### src/hdl/lcr_pkg.sv
// ----------------------------------------------------------------------------
// lcr_pkg
// Shared types and constants of the line command recognizer: command words,
// their lengths and directions, register addresses and the result record.
// ----------------------------------------------------------------------------
package lcr_pkg;

  localparam int CmdCount    = 4;
  localparam int CmdSlots    = 16;
  localparam int PaddrW      = 3;

  localparam logic [7:0] NEWLINE_BYTE    = 8'h0A;
  localparam logic [7:0] MAX_LEN_RESET   = 8'd15;
  localparam logic       REG_MAX_LEN     = 1'b0;

  localparam logic [1:0] DIR_STRAIGHT = 2'd0;
  localparam logic [1:0] DIR_RIGHT    = 2'd1;
  localparam logic [1:0] DIR_LEFT     = 2'd2;

  // command text, padded with zeros to sixteen slots
  localparam logic [7:0] CMD_TEXT [CmdCount][CmdSlots] = '{
    '{"R", "I", "G", "H", "T", "_", "K", "E", "Y", "_", "D", "O", "W", "N",
      8'h00, 8'h00},
    '{"R", "I", "G", "H", "T", "_", "K", "E", "Y", "_", "U", "P", 8'h00, 8'h00,
      8'h00, 8'h00},
    '{"L", "E", "F", "T", "_", "K", "E", "Y", "_", "D", "O", "W", "N", 8'h00,
      8'h00, 8'h00},
    '{"L", "E", "F", "T", "_", "K", "E", "Y", "_", "U", "P", 8'h00, 8'h00, 8'h00,
      8'h00, 8'h00}
  };

  localparam logic [7:0] CMD_LEN [CmdCount] = '{8'd14, 8'd12, 8'd13, 8'd11};
  localparam logic [1:0] CMD_DIR [CmdCount] = '{DIR_RIGHT, DIR_STRAIGHT, DIR_LEFT,
                                                DIR_STRAIGHT};

  typedef struct packed {
    logic       valid;
    logic [1:0] direction;
  } lcr_res_t;

endpackage

### src/hdl/lcr_cfg.sv
// ----------------------------------------------------------------------------
// lcr_cfg
// Register port holding the maximum line length.
// ----------------------------------------------------------------------------
module lcr_cfg
  import lcr_pkg::*;
(
  input  logic              clk,
  input  logic              rst_n,
  input  logic              cfg_psel,
  input  logic              cfg_penable,
  input  logic              cfg_pwrite,
  input  logic [PaddrW-1:0] cfg_paddr,
  input  logic [31:0]       cfg_pwdata,
  output logic [31:0]       cfg_prdata,
  output logic              cfg_pready,
  output logic [7:0]        max_len
);

  logic [7:0] max_len_r;
  logic [7:0] max_len_nxt;
  logic       wr_en;

  // register index is the word address
  assign wr_en = cfg_psel && cfg_penable && cfg_pwrite && (cfg_paddr[2] == REG_MAX_LEN);

  always_comb begin
    max_len_nxt = max_len_r;
    if (wr_en) begin
      max_len_nxt = cfg_pwdata[7:0];
    end
  end

  always_ff @(posedge clk) begin
    if (!rst_n) begin
      max_len_r <= MAX_LEN_RESET;
    end else begin
      max_len_r <= max_len_nxt;
    end
  end

  assign cfg_pready = 1'b1;
  assign cfg_prdata = (cfg_paddr[2] == REG_MAX_LEN) ? {24'd0, max_len_r} : 32'd0;
  assign max_len    = max_len_r;

endmodule

### src/hdl/lcr_core.sv
// ----------------------------------------------------------------------------
// lcr_core
// Input register and per-byte line matching: position, candidate flags and
// skip flag, giving at most one direction per newline.
// ----------------------------------------------------------------------------
module lcr_core
  import lcr_pkg::*;
(
  input  logic       clk,
  input  logic       rst_n,
  input  logic       in_valid,
  output logic       in_stall,
  input  logic [7:0] in_data_byte,
  input  logic [7:0] max_len,
  input  logic       res_ready,
  output lcr_res_t   res
);

  logic                byte_valid_r;
  logic                byte_valid_nxt;
  logic [7:0]          byte_r;
  logic [7:0]          byte_nxt;
  logic [7:0]          pos_r;
  logic [7:0]          pos_nxt;
  logic [CmdCount-1:0] flags_r;
  logic [CmdCount-1:0] flags_nxt;
  logic                skip_r;
  logic                skip_nxt;
  logic                fire;
  logic                accept;
  logic                is_nl;
  logic                found;
  logic [1:0]          found_dir;
  logic [7:0]          pos_inc;

  assign fire     = byte_valid_r && res_ready;
  assign in_stall = byte_valid_r && !res_ready;
  assign accept   = in_valid && !in_stall;
  assign is_nl    = (byte_r == NEWLINE_BYTE);
  assign pos_inc  = (pos_r == 8'd255) ? pos_r : pos_r + 8'd1;

  // first matching command wins
  always_comb begin
    found     = 1'b0;
    found_dir = DIR_STRAIGHT;
    for (int k = CmdCount - 1; k >= 0; k--) begin
      if (flags_r[k] && (pos_r == CMD_LEN[k])) begin
        found     = 1'b1;
        found_dir = CMD_DIR[k];
      end
    end
    if (pos_r >= max_len) begin
      found = 1'b0;
    end
  end

  always_comb begin
    byte_valid_nxt = byte_valid_r;
    byte_nxt       = byte_r;
    pos_nxt        = pos_r;
    flags_nxt      = flags_r;
    skip_nxt       = skip_r;
    res.valid      = 1'b0;
    res.direction  = found_dir;

    if (fire) begin
      byte_valid_nxt = 1'b0;
      if (is_nl) begin
        pos_nxt   = 8'd0;
        flags_nxt = '1;
        skip_nxt  = 1'b0;
        res.valid = !skip_r && found;
      end else if (!skip_r) begin
        for (int k = 0; k < CmdCount; k++) begin
          if (!((pos_r < CMD_LEN[k]) && (CMD_TEXT[k][pos_r[3:0]] == byte_r))) begin
            flags_nxt[k] = 1'b0;
          end
        end
        pos_nxt  = pos_inc;
        skip_nxt = (pos_inc >= max_len);
      end
    end

    if (accept) begin
      byte_valid_nxt = 1'b1;
      byte_nxt       = in_data_byte;
    end
  end

  always_ff @(posedge clk) begin
    if (!rst_n) begin
      byte_valid_r <= 1'b0;
      pos_r        <= 8'd0;
      flags_r      <= '1;
      skip_r       <= 1'b0;
    end else begin
      byte_valid_r <= byte_valid_nxt;
      pos_r        <= pos_nxt;
      flags_r      <= flags_nxt;
      skip_r       <= skip_nxt;
    end
  end

  always_ff @(posedge clk) begin
    byte_r <= byte_nxt;
  end

endmodule

### src/hdl/lcr_out_fifo.sv
// ----------------------------------------------------------------------------
// lcr_out_fifo
// Two-entry result buffer between the matcher and the output channel.
// ----------------------------------------------------------------------------
module lcr_out_fifo
  import lcr_pkg::*;
(
  input  logic       clk,
  input  logic       rst_n,
  input  lcr_res_t   res,
  output logic       res_ready,
  output logic       out_valid,
  input  logic       out_stall,
  output logic [1:0] out_direction
);

  logic [1:0] data_r [2];
  logic [1:0] count_r;
  logic [1:0] count_nxt;
  logic       wr_ptr_r;
  logic       wr_ptr_nxt;
  logic       rd_ptr_r;
  logic       rd_ptr_nxt;
  logic       push;
  logic       pop;

  assign res_ready     = (count_r != 2'd2);
  assign out_valid     = (count_r != 2'd0);
  assign out_direction = data_r[rd_ptr_r];
  assign push          = res.valid;
  assign pop           = out_valid && !out_stall;

  always_comb begin
    count_nxt  = count_r;
    wr_ptr_nxt = wr_ptr_r;
    rd_ptr_nxt = rd_ptr_r;
    if (push) begin
      wr_ptr_nxt = ~wr_ptr_r;
    end
    if (pop) begin
      rd_ptr_nxt = ~rd_ptr_r;
    end
    if (push && !pop) begin
      count_nxt = count_r + 2'd1;
    end else if (pop && !push) begin
      count_nxt = count_r - 2'd1;
    end
  end

  always_ff @(posedge clk) begin
    if (!rst_n) begin
      count_r  <= 2'd0;
      wr_ptr_r <= 1'b0;
      rd_ptr_r <= 1'b0;
    end else begin
      count_r  <= count_nxt;
      wr_ptr_r <= wr_ptr_nxt;
      rd_ptr_r <= rd_ptr_nxt;
    end
  end

  always_ff @(posedge clk) begin
    if (push) begin
      data_r[wr_ptr_r] <= res.direction;
    end
  end

endmodule

### src/hdl/line_command_recognizer_top.sv
// ----------------------------------------------------------------------------
// line_command_recognizer_top
// Recognizes newline-terminated key commands in a byte stream.
// ----------------------------------------------------------------------------
// Usage:
//   in_valid/in_stall/in_data_byte carry one text byte per item. A newline
//   that ends the right key-down command gives direction right (1), the left
//   key-down command gives left (2), either key-up command gives straight (0)
//   on the out_ channel. Other lines give nothing. A line reaching
//   max_line_length bytes without a newline is dropped through its newline.
//   max_line_length sits at byte address 0 of the cfg_ port, reset 15;
//   write it only while the block is idle.
// Timing:
//   one byte per cycle sustained while the result buffer has room. out_valid
//   rises once the newline has passed the input register and been written
//   into the result buffer.
//   A two-entry result buffer lets input continue while a result waits; when
//   the receiver stalls and the buffer fills, in_stall rises and holds the
//   byte in the input register.
// Reset:
//   rst_n clears the line state, empties the buffer and restores the limit.
// ----------------------------------------------------------------------------
module line_command_recognizer_top
  import lcr_pkg::*;
(
  input  logic              clk,
  input  logic              rst_n,
  input  logic              in_valid,
  output logic              in_stall,
  input  logic [7:0]        in_data_byte,
  output logic              out_valid,
  input  logic              out_stall,
  output logic [1:0]        out_direction,
  input  logic              cfg_psel,
  input  logic              cfg_penable,
  input  logic              cfg_pwrite,
  input  logic [PaddrW-1:0] cfg_paddr,
  input  logic [31:0]       cfg_pwdata,
  output logic [31:0]       cfg_prdata,
  output logic              cfg_pready
);

  logic [7:0] max_len;
  logic       res_ready;
  lcr_res_t   res;

  lcr_cfg u_cfg (
    .clk         (clk),
    .rst_n       (rst_n),
    .cfg_psel    (cfg_psel),
    .cfg_penable (cfg_penable),
    .cfg_pwrite  (cfg_pwrite),
    .cfg_paddr   (cfg_paddr),
    .cfg_pwdata  (cfg_pwdata),
    .cfg_prdata  (cfg_prdata),
    .cfg_pready  (cfg_pready),
    .max_len     (max_len)
  );

  lcr_core u_core (
    .clk          (clk),
    .rst_n        (rst_n),
    .in_valid     (in_valid),
    .in_stall     (in_stall),
    .in_data_byte (in_data_byte),
    .max_len      (max_len),
    .res_ready    (res_ready),
    .res          (res)
  );

  lcr_out_fifo u_out_fifo (
    .clk           (clk),
    .rst_n         (rst_n),
    .res           (res),
    .res_ready     (res_ready),
    .out_valid     (out_valid),
    .out_stall     (out_stall),
    .out_direction (out_direction)
  );

endmodule
### config.mk
export PLATFORM = sky130hd
export DESIGN_NAME = line_command_recognizer_top
export DESIGN_NICKNAME = d
export VERILOG_FILES = /design/src/hdl/lcr_pkg.sv /design/src/hdl/lcr_cfg.sv /design/src/hdl/lcr_core.sv /design/src/hdl/lcr_out_fifo.sv /design/src/hdl/line_command_recognizer_top.sv
export SDC_FILE = /design/constraint.sdc
export NUM_CORES = 1
export LEC_CHECK = 0
export BUFFER_PORTS_ARGS = -buffer_cell sky130_fd_sc_hd__buf_4
export CAP_MARGIN = 40
export CELL_PAD_IN_SITES_DETAIL_PLACEMENT = 1
export CELL_PAD_IN_SITES_GLOBAL_PLACEMENT = 1
export CORE_MARGIN = 2
export CORE_UTILIZATION = 40
export CTS_BUF_LIST = sky130_fd_sc_hd__clkbuf_2
export DETAILED_ROUTE_END_ITERATION = 16
export PLACE_DENSITY = 0.85
export SETUP_SLACK_MARGIN = 0.02
export SLEW_MARGIN = 15
export SYNTH_ARGS = -nofsm -noshare
export SYNTH_HDL_FRONTEND = slang
export SYNTH_SLANG_ARGS = --single-unit
export TNS_END_PERCENT = 5
### constraint.sdc
create_clock -name clk -period 4.07 [get_ports clk]
set_clock_uncertainty 0.05 [all_clocks]
set_input_delay 0.814 -clock clk [delete_from_list [all_inputs] [get_ports clk]]
set_output_delay 0.814 -clock clk [all_outputs]
set_load 0.05 [all_outputs]
==> qor.txt, run 1 <==
Status: finished, final reports clean
CTS Buf Count: 5
Leakage: 1.43 nW
Die Span Y: 93.0 microns
Final ANT Viol Nets: 0
YS warnings: 0
Asr flop ratio synth: 0
Post-Synth Simple-Gate Area: 0.228
Number of diodes: 0
Max_cap viols: 0
Commonest non-fill, non-tap cell in the layout: buf_4
Worst skew pair latency: 400 ps
Top_reg_cell synth: dfxtp_1
Worst R2R Path Depth: 9
First drt pass iteration count: 7
Crit path DAT: 3280 ps
Number of synthesized flops with an enable pin: 12
R2R Path End: u_out_fifo.count_r[1]
Worst Path Required: 4350 ps
Unrepaired setup endpoints after global routing: no
Average footprint of a synthesized cell: 8.52 sq um
Slew Limit Fails: 0
Min Clock Period, post-route: 3000 ps
Yosys cell types: 64
Max H-tree Level: 2
Synth Register Bits: 39
Finished Cell Area: 0.00343 sq mm
Via Count: 2719
Crit start category: register
First-pass GRT wire length: 13400 microns
Worst setup startpoint: u_core.pos_r[0]
Initial antenna violation count: 0
Area growth syn-to-layout: 8.05%
Worst vdd ir: 0.146 mV
Port buffer count: 35
Worst-case clock buffer depth: 2
Critical path depth in cells: 9
Via density: 5.46
Reg-to-Reg Start: u_core.pos_r[0]
Crit end category: register
Hold Vio Cnt, Final: 0
Fin crit share: 0.736
Worst Tran Pin Value: 838 ps
Row count: 32
Area after DPL: 0.00339 sq mm
RD Place Congestion: 0.868
Dpl hpwl: 6180 microns
# resized after CTS: 0
Worst setup path class: register to register
Post-DR wirelength/cell: 16.1 microns
Max FO, Critical Path: 7
CP peak stage delay: 490 ps
Most frequent cells in the layout: buf_4, a21oi_1, dfxtp_1
CTS tree: done
Xor/xnor cell area share of the yosys netlist: 0.0691
Setup repair bufs after CTS: 0
Top delay family on crit path: simple AND/OR/NAND/NOR gates
Final #Nets: 469
Count of mapped cells out of synthesis: 372
Mux contribution to synthesized area: 0.0339
Reg clk slew, reported paths: 210 ps
Buffers and inverters on the worst path: 1
Sink Count: 39
Setup TNS: 0 ps
Global-route usage over all layers: 0.192
Overall routed net length: 8010 microns
Max frequency: 334 MHz
Initial detailed-routing violation count: 124
Largest family of logic cells by synthesized area: simple AND/OR/NAND/NOR gates
Seq/Total Area, Yosys: 0.284
Die span in x: 93.0 microns
Worst-path cell chain: inv_1, ha_1, nand2b_1, a2111oi_0, nor3_1, nor3_1, ha_1, or3_1, a21oi_1
Synth Area in Adders: 0.0947
Initial core utilization: 0.412
Vias in the first global route: 2797
Total power: 823 uW
Pin count of the biggest net entering global routing: 37
Relative slew slack: 0.438
Compound-Gate Fraction of Synth Area: 0.173
Pwr/cell area: 240 mW/mm^2
Root buffer cell: clkbuf_2
DRC: 0
Area of the die: 0.00865 sq mm
Core Area: 0.00769 sq mm
I/O pin count: 87
FILL cells: 964
GR Overflow Total: 0
Synthesized cell area: 0.00317 sq mm
Final setup viols: 0
R2R setup slack: 1070 ps
Hold crit path type: register to register
# hold bufs at CTS: 0
CP endpoint: u_out_fifo.count_r[1]
Layout cell share with drive strength beyond 1: 0.157
CP max-delay cell: a2111oi_0
==> metrics by stage <==
stage	utilization	setup slack, ps	instances	hold WS, ps
floorplan	-	1140	395	386
global placement	0.440	1230	490	393
detailed placement	0.440	1180	490	401
CTS	0.446	1120	498	424
global route	0.446	935	498	455
finish	0.446	1070	498	425
==> power by group <==
group / internal, mW / leakage, nW / total [mW] / switching [mW]
registers: 0.415 / 0.325 / 0.432 / 0.0179
logic: 0.0730 / 1.07 / 0.212 / 0.139
clock network: 0.0470 / 0.0330 / 0.178 / 0.131
total: 0.535 / 1.43 / 0.823 / 0.288
==> Yosys cell counts, types with 5 or more instances <==
master    instances  share of area
buf_2             8          0.013
o21a_1            7          0.017
nand2b_1         13          0.026
nor3_1            8          0.013
and3_1            6          0.012
dfxtp_1          27           0.17
nand3_1          13          0.021
nor2b_1           7          0.014
xnor2_1          15          0.041
ha_1             24          0.095
nor2_1           19          0.022
o21ai_0          12          0.019
nand2_1          23          0.027
edfxtp_1         12           0.11
or3_1             5         0.0099
and2_1            5         0.0099
inv_1            15          0.018
clkbuf_1         10          0.012
buf_4            28          0.066
xor2_1           10          0.028
a21oi_1          28          0.044
==> state kept, by name, summed over array words and instances, names as in the netlist, named ones only <==
signal,cells
u_core.pos_r,8
u_core.byte_valid_r,1
u_out_fifo.count_r,2
u_core.skip_r,1
u_core.flags_r,4
u_cfg.max_len,8
u_out_fifo.data_r,4
u_out_fifo.wr_ptr_r,1
u_out_fifo.rd_ptr_r,1
u_core.byte_r,8
==> per-layer routing <==
metal	part of all wire	track usage	wire, microns	up-vias
li1	-	-	-	1325
met1	0.44	0.245	3560	1326
met2	0.51	0.343	4080	59
met3	0.032	0.0153	253	9
met4	0.015	0.0637	118	0
met5	0	0	0	-
==> tightest hold or removal path, cell delays in order, from the launching register on <==
cell and delay, ps:
dfxtp_1 350, nand2_1 50, a21oi_1 50
==> area by class of cell <==
class | count | area [sq um] | share of cell area
multi-input combinational | 292 | 1990 | 0.582
sequential | 39 | 901 | 0.263
timing repair buffer | 40 | 300 | 0.0877
tap | 102 | 128 | 0.0373
inverter | 17 | 63.8 | 0.0186
clock buffer | 7 | 35.0 | 0.0102
clock inverter | 1 | 5.00 | 0.00146
==> worst min-delay path by stage <==
stage,from,depth (start not counted),slack (ps),end
after floorplan,u_cfg.max_len[4],2,390,u_cfg.max_len[4]
after global placement,u_cfg.max_len[6],2,390,u_cfg.max_len[6]
after detailed placement,u_cfg.max_len[4],2,400,u_cfg.max_len[4]
after CTS,u_cfg.max_len[4],2,420,u_cfg.max_len[4]
after global routing,u_cfg.max_len[4],2,450,u_cfg.max_len[4]
final,u_cfg.max_len[4],2,420,u_cfg.max_len[4]
==> cell families (layout without fill, tap and decap cells) <==
| group | count (synthesis) | in the layout |
|---|---|---|
| and+or+nand+nor | 127 | 127 |
| AOI/OAI and AO/OA | 83 | 83 |
| buffers and inverters | 64 | 65 |
| DFF | 39 | 39 |
| xor gates and xnor gates | 25 | 25 |
| adders and majority gates | 24 | 24 |
| muxes | 8 | 8 |
| other | 2 | 25 |
(Power assumes the default switching activity.)
==> inputs of run 2 (changes only) <==
--- a/config.mk
+++ b/config.mk
@@ -5,15 +5,16 @@
 export SDC_FILE = /design/constraint.sdc
 export NUM_CORES = 1
 export LEC_CHECK = 0
+export ABC_AREA = 1
 export BUFFER_PORTS_ARGS = -buffer_cell sky130_fd_sc_hd__buf_4
 export CAP_MARGIN = 40
 export CELL_PAD_IN_SITES_DETAIL_PLACEMENT = 1
 export CELL_PAD_IN_SITES_GLOBAL_PLACEMENT = 1
 export CORE_MARGIN = 2
-export CORE_UTILIZATION = 40
+export CORE_UTILIZATION = 37
 export CTS_BUF_LIST = sky130_fd_sc_hd__clkbuf_2
 export DETAILED_ROUTE_END_ITERATION = 16
-export PLACE_DENSITY = 0.85
+export PLACE_DENSITY = 0.84
 export SETUP_SLACK_MARGIN = 0.02
 export SLEW_MARGIN = 15
 export SYNTH_ARGS = -nofsm -noshare
==> constraint.sdc (replaced) <==
create_clock -name clk -period 2.9 [get_ports clk]
set_clock_uncertainty 0.05 [all_clocks]
set_input_delay 0.58 -clock clk [delete_from_list [all_inputs] [get_ports clk]]
set_output_delay 0.58 -clock clk [all_outputs]
set_load 0.05 [all_outputs]
==> qor.txt, run 2 <==
Top delay family on crit path: compound AO/OA/AOI/OAI gates
Die span in x: 94.8 microns (+1.9%)
Initial core utilization: 0.377 (-0.0357)
Top_reg_cell synth: dfxtp_1
Final ANT Viol Nets: 0 (unchanged)
RD Place Congestion: 0.878 (+1.1%)
Finished Cell Area: 0.00338 sq mm (-1.3%)
Synth top area share: 0.181 (+0.0105)
Vias in the first global route: 3131 (+12%)
Worst vdd ir: 0.183 mV (+25%)
Reg-to-Reg Start: u_core.pos_r[7]
Leading cell type by number of instances after synthesis: nand2_1
DRC: 0 (unchanged)
Row count: 33 (+3.1%)
Status: finished, final reports clean
FILL cells: 1123 (+16%)
Hold crit path type: primary input to register
Seq/Total Area, Yosys: 0.295 (+0.0113)
Final worst setup slack: 380 ps (-695 ps)
Count of mapped cells out of synthesis: 458 (+23%)
I/O pin count: 87 (unchanged)
Setup WS pre-CTS: 458 ps (-720 ps)
YS warnings: 0 (unchanged)
Layout cell share with drive strength beyond 1: 0.131 (-0.0258)
Fin crit share: 0.869 (+0.133)
CTS tree: done
Commonest non-fill, non-tap cell in the layout: nand2_1
Slew Limit Fails: 0 (unchanged)
Crit start category: register
Ranking of synthesized cells by area: nand2_1, dfxtp_1, edfxtp_1, ha_1, buf_4
Hold Vio Cnt, Final: 0 (unchanged)
Worst skew pair latency: 400 ps (about the same)
Min Clock Period, post-route: 2520 ps (-475 ps)
Final setup viols: 0 (unchanged)
Total power: 1.20 mW (+46%)
Via density: 4.94 (-9.6%)
Final #Nets: 570 (+22%)
Pwr/cell area: 355 mW/mm^2 (+48%)
First-pass GRT wire length: 13900 microns (+3.6%)
Core Area: 0.00809 sq mm (+5.3%)
Worst Path Required: 3150 ps (-1200 ps)
Area growth syn-to-layout: 10.9%
Number of diodes: 0 (unchanged)
Synth top cells by count: nand2_1, inv_1, nor2_1, nand3_1
Area of the die: 0.00898 sq mm (+3.8%)
Initial detailed-routing violation count: 106 (-15%)
Area after DPL: 0.00334 sq mm (-1.3%)
Asr flop ratio synth: 0 (unchanged)
CP max-delay cell: dfxtp_1
Worst R2R Path Depth: 11 (+2)
Pin count of the biggest net entering global routing: 18 (-51%)
Synthesized cell area: 0.00305 sq mm (-3.8%)
Hold endpoint: u_core.byte_r[3]
Overall routed net length: 8070 microns (+0.81%)
Setup repair bufs after CTS: 0 (unchanged)
Most frequent cells in the layout: nand2_1, inv_1, buf_4
Dpl hpwl: 6620 microns (+7.2%)
Hold Path Stages: 1 (-1)
CTS Buf Count: 5 (unchanged)
CP peak stage delay: 490 ps (about the same)
Max FO, Critical Path: 7 (unchanged)
Hold Slack: 280 ps (-145 ps)
Unrepaired setup endpoints after global routing: no
Die Span Y: 94.8 microns (+1.9%)
Yosys cell types: 36 (-44%)
Average footprint of a synthesized cell: 6.66 sq um (-22%)
Global-route usage over all layers: 0.193 (+0.00102)
Port buffer count: 35 (unchanged)
Via Count: 2971 (+9.3%)
# resized after CTS: 0 (unchanged)
Max_cap viols: 0 (unchanged)
Root buffer cell: clkbuf_2
Worst-case clock buffer depth: 2 (unchanged)
Max H-tree Level: 2 (unchanged)
Sink Count: 39 (unchanged)
GR Overflow Total: 0 (unchanged)
Crit path DAT: 2770 ps (-510 ps)
Post-DR wirelength/cell: 13.4 microns (-17%)
Max frequency: 397 MHz (+19%)
Hold Startpoint: in_data_byte[3]
R2R setup slack: 380 ps (-690 ps)
Buffers and inverters on the worst path: 1 (unchanged)
Setup TNS: 0 ps (unchanged)
R2R Path End: u_out_fifo.count_r[1]
# hold bufs at CTS: 0 (unchanged)
First drt pass iteration count: 4 (-3)
Worst-path cell chain: ha_1, a211oi_1, nand3_1, nor2_1, nand3_1, inv_2, ha_1, a21oi_1, o21ai_0, o21ai_0, a21oi_1
Reg clk slew, reported paths: 200 ps (about the same)
Synth Register Bits: 39 (unchanged)
Worst setup path class: register to register
Crit end category: register
Initial antenna violation count: 0 (unchanged)
Number of synthesized flops with an enable pin: 12 (unchanged)
Post-synth top area cell: nand2_1
Leakage: 1.76 nW (+23%)
## run 2: metal layers
| metal | routed length (microns) | share of wire | vias up | global-route usage |
|---|---|---|---|---|
| li1 | - | - | 1502 | - |
| met1 | 3470 | 0.43 | 1405 | 0.223 |
| met2 | 4210 | 0.52 | 47 | 0.365 |
| met3 | 207 | 0.026 | 17 | 0.0231 |
| met4 | 184 | 0.023 | 0 | 0.0652 |
| met5 | 0 | 0 | - | 0 |
## run 2: cell families after synthesis
logic type | synth area share
other cells | 0.00246
simple gates | 0.336
mux | 0.00739
flops | 0.295
compound gates | 0.102
fa+ha+maj | 0.0985
buf+inv | 0.144
xor+xnor | 0.0144
## run 2: how the worst max path moves through the flow
stage                       endpoint             from  cells after the start
6_report       u_out_fifo.count_r[1]  u_core.pos_r[7]                     11
5_1_grt        u_out_fifo.count_r[1]  u_core.pos_r[7]                     11
4_1_cts        u_out_fifo.count_r[1]  u_core.pos_r[7]                     11
3_5_place_dp   u_out_fifo.count_r[1]  u_core.pos_r[0]                     13
3_3_place_gp   u_out_fifo.count_r[1]  u_core.pos_r[0]                     13
2_1_floorplan  u_out_fifo.count_r[1]  u_core.pos_r[0]                     14
## run 2: final cells by class
class	count	area, sq um	area share
repair buffers	41	308	0.0910
flip-flops and latches	39	901	0.266
well taps	105	131	0.0388
inverters	55	208	0.0614
multi-input cells	354	1800	0.531
clock inverters	2	8.76	0.00259
clock buffers	6	30.0	0.00888
## run 2: metrics by stage
step | util | std cells
floorplan | - | 481
global placement | 0.413 | 594
detailed placement | 0.413 | 594
CTS | 0.418 | 602
global route | 0.418 | 602
finish | 0.418 | 602
## run 2: report_power, final
group | total (mW) | switching (mW) | leakage (nW) | internal (mW)
clock | 0.235 | 0.176 | 0.0304 | 0.0592
combinational | 0.357 | 0.255 | 1.40 | 0.102
sequential | 0.608 | 0.0187 | 0.326 | 0.589
total | 1.20 | 0.449 | 1.76 | 0.751
==> inputs of run 3 (changes only) <==
--- a/config.mk
+++ b/config.mk
@@ -8,10 +8,8 @@
 export ABC_AREA = 1
 export BUFFER_PORTS_ARGS = -buffer_cell sky130_fd_sc_hd__buf_4
 export CAP_MARGIN = 40
-export CELL_PAD_IN_SITES_DETAIL_PLACEMENT = 1
-export CELL_PAD_IN_SITES_GLOBAL_PLACEMENT = 1
 export CORE_MARGIN = 2
-export CORE_UTILIZATION = 37
+export CORE_UTILIZATION = 54
 export CTS_BUF_LIST = sky130_fd_sc_hd__clkbuf_2
 export DETAILED_ROUTE_END_ITERATION = 16
 export PLACE_DENSITY = 0.84
==> qor.txt, run 3 (synthesis results as in run 2) <==
Status: finished, final reports clean
Slew Limit Fails: 0 (unchanged)
Hold crit path type: primary input to register
Hold Vio Cnt, Final: 0 (unchanged)
Pin count of the biggest net entering global routing: 18 (unchanged)
Row count: 27 (-18%)
Overall routed net length: 6720 microns (-17%)
Logic pwr share: 0.292 (-0.005)
Worst-case clock buffer depth: 2 (unchanged)
Commonest non-fill, non-tap cell in the layout: nand2_1
Top sig layer: met4
# hold bufs at CTS: 0 (unchanged)
Post-DR wirelength/cell: 11.9 microns (-12%)
Crit start category: register
Setup TNS: 0 ps (unchanged)
Via density: 5.14 (+4.2%)
R2R setup slack: 450 ps (+70 ps)
WL met2: 3410 microns (-19%)
First drt pass iteration count: 5 (+1)
CP endpoint: u_out_fifo.count_r[1]
Dpl hpwl: 5380 microns (-19%)
Unrepaired setup endpoints after global routing: no
Worst vdd ir: 0.245 mV (+33%)
Total power: 1.19 mW (-1.1%)
Number of diodes: 0 (unchanged)
# resized after CTS: 0 (unchanged)
Initial antenna violation count: 0 (unchanged)
I/O pin count: 87 (unchanged)
Layout cell share with drive strength beyond 1: 0.127 (-0.00351)
Worst-path cell chain: inv_1, ha_1, o21ai_0, nand2_1, nand3_1, nand2_1, nand2_1, nand3_1, inv_2, ha_1, a21oi_1, o21ai_0, o21ai_0, a21oi_1
Pwr/cell area: 357 mW/mm^2 (+0.59%)
Final setup viols: 0 (unchanged)
Port buffer count: 35 (unchanged)
WL met1: 2830 microns (-18%)
Clock power frac: 0.195 (about the same)
Fin util: 0.608 (+0.190)
Die Span Y: 79.1 microns (-16%)
Sink Count: 39 (unchanged)
Core Area: 0.00547 sq mm (-32%)
First-pass GRT wire length: 11400 microns (-18%)
Area after DPL: 0.00329 sq mm (-1.7%)
Global-route usage over all layers: 0.226 (+0.0332)
Pint: 749 uW (-0.28%)
Worst skew pair latency: 390 ps (about the same)
R2R Path End: u_out_fifo.count_r[1]
Reg-to-Reg Start: u_core.pos_r[0]
RD Place Congestion: 0.927 (+5.7%)
Crit path DAT: 2690 ps (-80 ps)
Vias in the first global route: 2730 (-13%)
Max H-tree Level: 2 (unchanged)
Initial core utilization: 0.557 (+0.180)
Finished Cell Area: 0.00333 sq mm (-1.7%)
DRC: 0 (unchanged)
Max FO, Critical Path: 10 (+3)
Most frequent cells in the layout: nand2_1, inv_1, buf_4
CP peak stage delay: 360 ps (-130 ps)
Die span in x: 79.1 microns (-16%)
Crit end category: register
Area of the die: 0.00626 sq mm (-30%)
Setup repair bufs after CTS: 0 (unchanged)
Via Count: 2916 (-1.9%)
Final ANT Viol Nets: 0 (unchanged)
Min Clock Period, post-route: 2450 ps (-67.0 ps)
Initial detailed-routing violation count: 129 (+22%)
Area growth syn-to-layout: 9.07%
Worst Path Required: 3140 ps (about the same)
GR Overflow Total: 0 (unchanged)
Root buffer cell: clkbuf_2
Flop pwr share: 0.512 (+0.005)
Sw frac: 0.369 (-0.00507)
CP max-delay cell: dfxtp_1
Reg clk slew, reported paths: 200 ps (about the same)
Fin crit share: 0.846 (-0.0231)
Met3 wire length: 346 microns (+67%)
Max frequency: 408 MHz (+2.7%)
Final #Nets: 568 (-0.35%)
Leakage: 1.75 nW (-0.48%)
Worst R2R Path Depth: 14 (+3)
CTS Buf Count: 5 (unchanged)
P_sw: 438 uW (-2.4%)
CTS tree: done
Worst setup startpoint: u_core.pos_r[0]
Max_cap viols: 0 (unchanged)
Worst setup path class: register to register
run 3: critical path, delay by kind of cell, from the launching register on:
family	cells	cell delay (ps)
compound gates	5	640
fa+ha+maj	2	540
buf+inv	2	320
flops	1	360
simple gates	5	440
run 3: worst min-delay path by stage:
stage                            startpoint  cells past startpoint                 to  slack, ps
final                       in_data_byte[2]                      1   u_core.byte_r[2]        290
after detailed placement  u_core.flags_r[3]                      2  u_core.flags_r[3]        390
after floorplan           u_core.flags_r[1]                      2  u_core.flags_r[1]        370
after global placement    u_core.flags_r[0]                      2  u_core.flags_r[0]        380
after CTS                   in_data_byte[2]                      1   u_core.byte_r[2]        280
after global routing        in_data_byte[2]                      1   u_core.byte_r[2]        270
run 3: stage by stage:
stage          setup WS (ps)  hold WS, ps  cells
2_1_floorplan            625          368    481
3_3_place_gp             560          378    559
3_5_place_dp             473          387    559
4_1_cts                  416          282    567
5_1_grt                  243          271    567
6_report                 447          293    567
run 3: per-layer routing:
layer  vias up  GRT usage
met5         -          0
met2        93      0.407
met1      1309      0.270
met4         0     0.0897
met3        14     0.0330
li1       1500          -
run 3: power by group through the flow:
stage	Combinational [mW]	Clock [mW]	Sequential, mW
final	0.347	0.232	0.608
after global routing	0.384	0.257	0.612
after CTS	0.345	0.239	0.608
after detailed placement	0.343	0	0.620
after global placement	0.336	0	0.619
after floorplan	0.290	0	0.617
run 3: cell type report:
| cell class | instances | area, sq um |
|---|---|---|
| flip-flops and latches | 39 | 901 |
| clock inverters | 2 | 8.76 |
| inverters | 55 | 208 |
| fillers | 532 | 2150 |
| multi-input cells | 354 | 1800 |
| clock buffers | 6 | 30.0 |
| well taps | 72 | 90.1 |
| repair buffers | 39 | 293 |
